==> config.mk <==
export PLATFORM = sky130hd
export DESIGN_NAME = ctfgs_ctrl
export DESIGN_NICKNAME = d
export VERILOG_FILES = /design/src/design/ctfgs_pkg.sv /design/src/design/ctfgs_ctrl.sv
export SDC_FILE = /design/constraint.sdc
export NUM_CORES = 1
export LEC_CHECK = 0
export BUFFER_PORTS_ARGS = -buffer_cell sky130_fd_sc_hd__buf_2
export CORE_AREA = 3 3 40 42
export CTS_BUF_LIST = sky130_fd_sc_hd__clkbuf_2
export CTS_CLUSTER_DIAMETER = 100
export DETAILED_ROUTE_END_ITERATION = 8
export DIE_AREA = 0 0 43 45
export PLACE_DENSITY = 0.71
export SLEW_MARGIN = 20
export SYNTH_ARGS = -nofsm -noshare
export SYNTH_HDL_FRONTEND = slang
export SYNTH_SLANG_ARGS = --single-unit
==> constraint.sdc <==
create_clock -name clk -period 1.55 [get_ports clk]
set_input_delay 0.0775 -clock clk [delete_from_list [all_inputs] [get_ports clk]]
set_output_delay 0.0775 -clock clk [all_outputs]
set_load 0.03 [all_outputs]
==> src/design/ctfgs_pkg.sv <==
// shared types, codes and helpers of the grid search dispatcher
`default_nettype none
package ctfgs_pkg;

	localparam int NUM_DIMS  = 4;
	localparam int COORD_W   = 16;
	localparam int NUM_SLOTS = 8;
	localparam int PACK_W    = NUM_DIMS * COORD_W;
	localparam int SLOT_W    = $clog2(NUM_SLOTS);
	localparam int CNT_W     = $clog2(NUM_SLOTS + 1);
	localparam int CFG_IDX_W = 2;
	localparam int CFG_W     = 64;

	// request codes
	localparam logic [1:0] REQ_ASK     = 2'd0;
	localparam logic [1:0] REQ_REPORT  = 2'd1;
	localparam logic [1:0] REQ_REDO    = 2'd2;
	localparam logic [1:0] REQ_RESTART = 2'd3;

	// result status codes
	localparam logic [1:0] ST_ASSIGNED = 2'd0;
	localparam logic [1:0] ST_NONE     = 2'd1;
	localparam logic [1:0] ST_ACCEPTED = 2'd2;

	// configuration register indexes
	localparam logic [CFG_IDX_W-1:0] CFG_LOWER  = 2'd0;
	localparam logic [CFG_IDX_W-1:0] CFG_UPPER  = 2'd1;
	localparam logic [CFG_IDX_W-1:0] CFG_REPEAT = 2'd2;
	localparam logic [CFG_IDX_W-1:0] CFG_THRESH = 2'd3;

	// datapath operations
	typedef logic [4:0] op_t;
	localparam op_t OP_NONE        = 5'd0;
	localparam op_t OP_LATCH       = 5'd1;
	localparam op_t OP_READ        = 5'd2;
	localparam op_t OP_REDO_POP    = 5'd3;
	localparam op_t OP_REJECT      = 5'd4;
	localparam op_t OP_GIVE_REPEAT = 5'd5;
	localparam op_t OP_GIVE_ODO    = 5'd6;
	localparam op_t OP_REPORT      = 5'd7;
	localparam op_t OP_REDO_PUSH   = 5'd8;
	localparam op_t OP_RESTART     = 5'd9;
	localparam op_t OP_DIV_SUM     = 5'd10;
	localparam op_t OP_MEAN        = 5'd11;
	localparam op_t OP_DIV_SQ      = 5'd12;
	localparam op_t OP_VAR         = 5'd13;
	localparam op_t OP_KLO         = 5'd14;
	localparam op_t OP_KHI         = 5'd15;
	localparam op_t OP_CMP         = 5'd16;
	localparam op_t OP_NOPEAK      = 5'd17;
	localparam op_t OP_WRAP        = 5'd18;
	localparam op_t OP_OUT         = 5'd19;

	typedef struct packed {
		op_t op;
	} dp_cmd_t;

	typedef struct packed {
		logic [1:0] req_type;
		logic       redo_nz;
		logic       blocked;
		logic       rep_nz;
		logic       odo_adv;
		logic       pending;
		logic       cnt_zero;
		logic       div_done;
	} dp_stat_t;

	// smallest power of two not below half, at least one
	function automatic logic [COORD_W-1:0] ceil_pow2(input logic [COORD_W-1:0] half);
		logic [COORD_W-1:0] x;
		x = half - 1'b1;
		x = x | (x >> 1);
		x = x | (x >> 2);
		x = x | (x >> 4);
		x = x | (x >> 8);
		if (half <= 1)
			return {{(COORD_W-1){1'b0}}, 1'b1};
		return x + 1'b1;
	endfunction

endpackage
`default_nettype wire

==> src/design/ctfgs_ctrl.sv <==
// sequencing state machine of the dispatcher
`default_nettype none
module ctfgs_ctrl (
	input  logic                clk,
	input  logic                arst_n,
	input  logic                req_valid,
	output logic                req_ready,
	output logic                rsp_valid,
	input  logic                rsp_ready,
	input  ctfgs_pkg::dp_stat_t stat,
	output ctfgs_pkg::dp_cmd_t  cmd
);
	localparam logic [3:0] S_IDLE = 4'd0;
	localparam logic [3:0] S_READ = 4'd1;
	localparam logic [3:0] S_EXEC = 4'd2;
	localparam logic [3:0] S_DIV1 = 4'd3;
	localparam logic [3:0] S_MSQ  = 4'd4;
	localparam logic [3:0] S_DIV2 = 4'd5;
	localparam logic [3:0] S_KLO  = 4'd6;
	localparam logic [3:0] S_KHI  = 4'd7;
	localparam logic [3:0] S_CMP  = 4'd8;
	localparam logic [3:0] S_WRAP = 4'd9;
	localparam logic [3:0] S_OUT  = 4'd10;

	logic [3:0] state_q, state_d;
	logic       rsp_valid_q;
	logic       load_out;

	assign req_ready = state_q == S_IDLE;
	assign load_out  = (state_q == S_OUT) && (!rsp_valid_q || rsp_ready);

	always_comb begin
		state_d = state_q;
		cmd.op  = ctfgs_pkg::OP_NONE;
		case (state_q)
			S_IDLE: begin
				if (req_valid) begin
					cmd.op  = ctfgs_pkg::OP_LATCH;
					state_d = S_READ;
				end
			end
			S_READ: begin
				cmd.op  = ctfgs_pkg::OP_READ;
				state_d = S_EXEC;
			end
			S_EXEC: begin
				state_d = S_OUT;
				case (stat.req_type)
					ctfgs_pkg::REQ_RESTART: cmd.op = ctfgs_pkg::OP_RESTART;
					ctfgs_pkg::REQ_REPORT:  cmd.op = ctfgs_pkg::OP_REPORT;
					ctfgs_pkg::REQ_REDO:    cmd.op = ctfgs_pkg::OP_REDO_PUSH;
					default: begin
						if (stat.redo_nz)
							cmd.op = ctfgs_pkg::OP_REDO_POP;
						else if (stat.blocked)
							cmd.op = ctfgs_pkg::OP_REJECT;
						else if (stat.rep_nz)
							cmd.op = ctfgs_pkg::OP_GIVE_REPEAT;
						else if (stat.odo_adv)
							cmd.op = ctfgs_pkg::OP_GIVE_ODO;
						else if (stat.pending)
							cmd.op = ctfgs_pkg::OP_REJECT;
						else if (stat.cnt_zero) begin
							cmd.op  = ctfgs_pkg::OP_NOPEAK;
							state_d = S_WRAP;
						end else begin
							cmd.op  = ctfgs_pkg::OP_DIV_SUM;
							state_d = S_DIV1;
						end
					end
				endcase
			end
			S_DIV1: begin
				if (stat.div_done) begin
					cmd.op  = ctfgs_pkg::OP_MEAN;
					state_d = S_MSQ;
				end
			end
			S_MSQ: begin
				cmd.op  = ctfgs_pkg::OP_DIV_SQ;
				state_d = S_DIV2;
			end
			S_DIV2: begin
				if (stat.div_done) begin
					cmd.op  = ctfgs_pkg::OP_VAR;
					state_d = S_KLO;
				end
			end
			S_KLO: begin
				cmd.op  = ctfgs_pkg::OP_KLO;
				state_d = S_KHI;
			end
			S_KHI: begin
				cmd.op  = ctfgs_pkg::OP_KHI;
				state_d = S_CMP;
			end
			S_CMP: begin
				cmd.op  = ctfgs_pkg::OP_CMP;
				state_d = S_WRAP;
			end
			S_WRAP: begin
				cmd.op  = ctfgs_pkg::OP_WRAP;
				state_d = S_OUT;
			end
			S_OUT: begin
				if (load_out) begin
					cmd.op  = ctfgs_pkg::OP_OUT;
					state_d = S_IDLE;
				end
			end
			default: state_d = S_IDLE;
		endcase
	end

	always_ff @(posedge clk or negedge arst_n) begin
		if (!arst_n) begin
			state_q     <= S_IDLE;
			rsp_valid_q <= 1'b0;
		end else begin
			state_q <= state_d;
			if (load_out)
				rsp_valid_q <= 1'b1;
			else if (rsp_ready)
				rsp_valid_q <= 1'b0;
		end
	end

	assign rsp_valid = rsp_valid_q;
endmodule
`default_nettype wire

* Word level (Yosys, flattened, before mapping) *
Index checks and enable logic that the tools add are counted.

operators by class
  reduce and logical (&&, ||, !) cells = 7
  multiplexer cells = 26
  equality and inequality tests = 17

operator list
  cell                                                              number
  5-bit case mux with 11 select lines                               1
  4-bit 2-to-1 mux                                                  13
  4-bit case mux with 11 select lines                               1
  5-bit 2-to-1 mux                                                  7
  4-bit by 3-bit == test with 1-bit output (second input constant)  4
  5-bit case mux with 3 select lines                                1
  4-bit == test (second input constant)                             3
  4-bit by 2-bit == test with 1-bit output (second input constant)  2
  2-bit inequality test (second input constant)                     4
  2-bit == test (second input constant)                             2
  4-bit by 1-bit == test with 1-bit output (second input constant)  1
  4-bit zero test                                                   1
  4-bit AND reduction                                               1
  1-bit 2-to-1 mux                                                  3
  3-bit OR reduction                                                1
  2-bit by 1-bit == test with 1-bit output (second input constant)  1
  2-bit nonzero test                                                1
  1-bit logical AND                                                 1
  1-bit zero test                                                   1
  1-bit logical OR                                                  1

word-level totals
  output and inout bits = 7
  flip-flop bits (word level) = 5

* Longest topological paths before layout *
  depth after elaboration = 8
  gate-level depth with buffers = 6
  depth with buffers taken out = 4

* Worst setup path after synthesis *
OpenSTA, ideal clock, no wires.

  path type = reg2out
  start = reg state_q[1]
  end = out req_ready
  data required time = 1.472 ns
  slack = -0.165 ns
  stages on the path, launching flop included = 4
  data arrival time = 1.638 ns
  path through = dfrtp_1 > clkbuf_1 > buf_2 > nor4_1

on the way
  longest elaborated chain between the ends = 1

ends and longest elaborated chain
  what                    RTL line           RTL
  from (decl)             ctfgs_ctrl.sv:25   logic [3:0] state_q, state_d;
  from (signal assigned)  ctfgs_ctrl.sv:120  state_q <= state_d;
  4-bit zero test         ctfgs_ctrl.sv:29   assign req_ready = state_q == S_IDLE;
  to (decl)               ctfgs_ctrl.sv:7    output logic req_ready,

Every way passes these cells.

==> flow_summary.yaml <==
timing:
  max_freq_mhz: 634
  rsz0062_at_grt: "yes"
  report.final.slew_viol_count: 0
  finClkSkew_ns: 0.0122
  setup_viol: 2
  tightestPinTransition_ns: 0.308
  setup_slack_ns: -0.0264
  hold_viol: 0
  fin_crit_ns: 1.58
  finalCritPeriodShare: 1.02
  max-slew-margin-rel: 0.793
status:
  status: "finished, violations left"
  violations: "setup timing"
synthesis:
  ys.flop_type: "dfrtp_1"
  syn_area_per_cell_um2: 7.59
  yosys-mux-area-fraction: 0.0550
  synth_cells: 78
  synth_top_area_frac: 0.211
  syn_area_um2: 592
  synth_edf_count: 0
  synth_compound_area_frac: 0.336
  synthSimpleGateAreaFrac: 0.342
  synth_cell_type_count: 36
  syn-num-nets: 91
  async_flop_share: 1.00
  yosysTopAreaCell: "dfrtp_1"
  synth-seq-cells: 5
  ys_warn_count: 0
  synth_top_family_by_area: "simple AND/OR/NAND/NOR gates"
  synthXorXnorAreaFrac: 0
  synthTopCellsByCount: "7 x nor2_1, 7 x o21ai_0, 6 x nand2_1"
  synth.area.top_cells: "dfrtp_1 21%, o21ai_0 5.9%, nand2b_1 5.3%"
  yosysSeqAreaShare: 0.211
  yosys.area_share.adder: 0
critical_path:
  cp.required_ns: 1.47
  rrSetupSlack_ns: 0.10
  reg2reg_depth: 6
  worstSetupStartpointType: "flop"
  cp_max_fo: 5
  r2r-end: "state_q[0]"
  critPathKind: "flop to output port"
  critPathArrivalTime_ns: 1.50
  critPathCaptureType: "output port"
  rr_startpoint: "state_q[0]"
placed_design:
  gp_congestion: 0.823
  dpl.hpwl_mm: 1.28
  io_buffer_count: 19
  postPlaceCellArea_um2: 788
drt:
  post-route-drc-count: 0
  wire_per_inst_um: 16.2
  num_vias: 808
  viasPerCell: 6.17
  drtAntennaViolNets: 0
  drt-pass1-iter-count: 4
  drtIter0Drc: 28
  drt-total-wl_mm: 2.12
cells_and_area:
  drive_above_1_share: 0.569
  num_antenna_cells: 0
  fillCellCount: 89
  synthToLayoutAreaGrowth_pct: 68.9
  fin_area_um2: 1000
  nets: 130
global_route:
  met1_usage: 0.235
  grt.overflow.total: 0
  grt-busiest-layer: "met2"
  antenna_found_initial: 0
  grt_pass1_vias: 653
  grt_pass1_wl_mm: 2.77
  grt_usage: 0.186
  grtUsageMet3: 0.0438
  grt_use_met2: 0.326
  grt_max_degree: 11
power_and_ir_drop:
  p_per_area_mw_per_mm2: 2200
  total_power_mw: 2.20
  cellLeakagePower_nw: 0.439
  worst_ir_drop_vdd_uv: 1380
floorplan:
  pin_count: 20
  rows: 13
  core-area_mm2: 0.00128
  die_x_um: 43
  die_h_um: 45
  die-area_mm2: 0.00194
  start_util: 0.461
clock_network:
  clk_latency_ns: 0.23
  cts_tree: "done"
  cts_root_buf: "clkbuf_2"
  clock_path_buffers: 2
  cts.sinks: 5
  clk_pin_slew_worst_paths_ns: 0.06
  numCtsBuffers: 3
  htreeDepth: 1
min_path:
  hold_path_class: "input port to async pin"
flow_run:
  maxCapViolCount: 0
## critical path, cell delays in order (launching register included)
cell      delay (ns)
dfrtp_2         0.41
buf_4           0.15
nor2b_4         0.19
nand3b_1        0.13
o211ai_1        0.19
buf_4           0.19
## state kept, by name (all words and copies together), names as in the netlist
signal,count
state_q,4
rsp_valid,1
## report_power, final
group	internal (mW)	total (mW)	switching (mW)
combinational	0.858	1.76	0.904
sequential	0.199	0.313	0.114
clock	0.0682	0.124	0.0561
## layout by cell type, fill, tap and decap left out, types with 2 or more instances in the layout
master    count
o21ai_0       3
clkbuf_2      4
nand2b_1      5
a21oi_1       3
nor2_1        6
nor2b_1       2
dfrtp_2       4
nor4_4        2
nand2_1       5
buf_2        13
o21a_1        2
o22ai_1       2
nor4_2        2
buf_6         6
nor2b_4       3
o21ai_1       3
buf_4        20
## area by class of cell
type                    instances  area [um2]  share of cell area
repair buffers                 40         293               0.293
inverters                       2        7.51             0.00751
multi-input cells              65         531               0.531
clock buffers                   4        20.0              0.0200
well taps                      15        18.8              0.0188
flip-flops and latches          5         130               0.130
## timing repair
action,in CTS,in global routing
pin swaps,0,7
hold buffers,1,0
setup buffers,1,7
resized for setup,8,38
endpoints found under the hold margin,5,0
setup endpoints to repair,5,5
## worst max-delay path by stage
| stage | start | endpoint | slack, ns | depth (start not counted) |
|---|---|---|---|---|
| final | state_q[1] | cmd[0] | -0.03 | 5 |
| after global routing | state_q[0] | cmd[0] | -0.10 | 6 |
| after CTS | state_q[1] | cmd[2] | -0.009 | 4 |
| after detailed placement | stat[4] | cmd[3] | 0.01 | 6 |
| after global placement | stat[4] | cmd[3] | 0.01 | 6 |
| after floorplan | state_q[1] | cmd[1] | -0.11 | 4 |
## per-layer routing
layer | wire [um] | vias to the layer above
met5 | 0 | -
met4 | 28 | 0
met3 | 169 | 4
met2 | 1070 | 44
met1 | 850 | 386
li1 | - | 374
## through the flow
stage | TNS [ns] | setup WS (ns) | cells | hold slack (ns) | utilization
finish | -0.0471 | -0.0264 | 131 | 0.183 | 0.778
global route | -0.378 | -0.103 | 131 | 0.161 | 0.778
CTS | -0.00929 | -0.00929 | 124 | 0.165 | 0.654
detailed placement | 0 | 0.0120 | 118 | -0.107 | 0.613
global placement | 0 | 0.0103 | 118 | -0.109 | 0.613
floorplan | -0.228 | -0.114 | 78 | -0.218 | -
## cell families (layout without fill, tap and decap cells)
logic type,count (synthesis),in the layout
buf+inv,8,46
mux,3,3
compound gates,28,28
simple gates,34,34
flops,5,5
(Power assumes the default switching activity.)
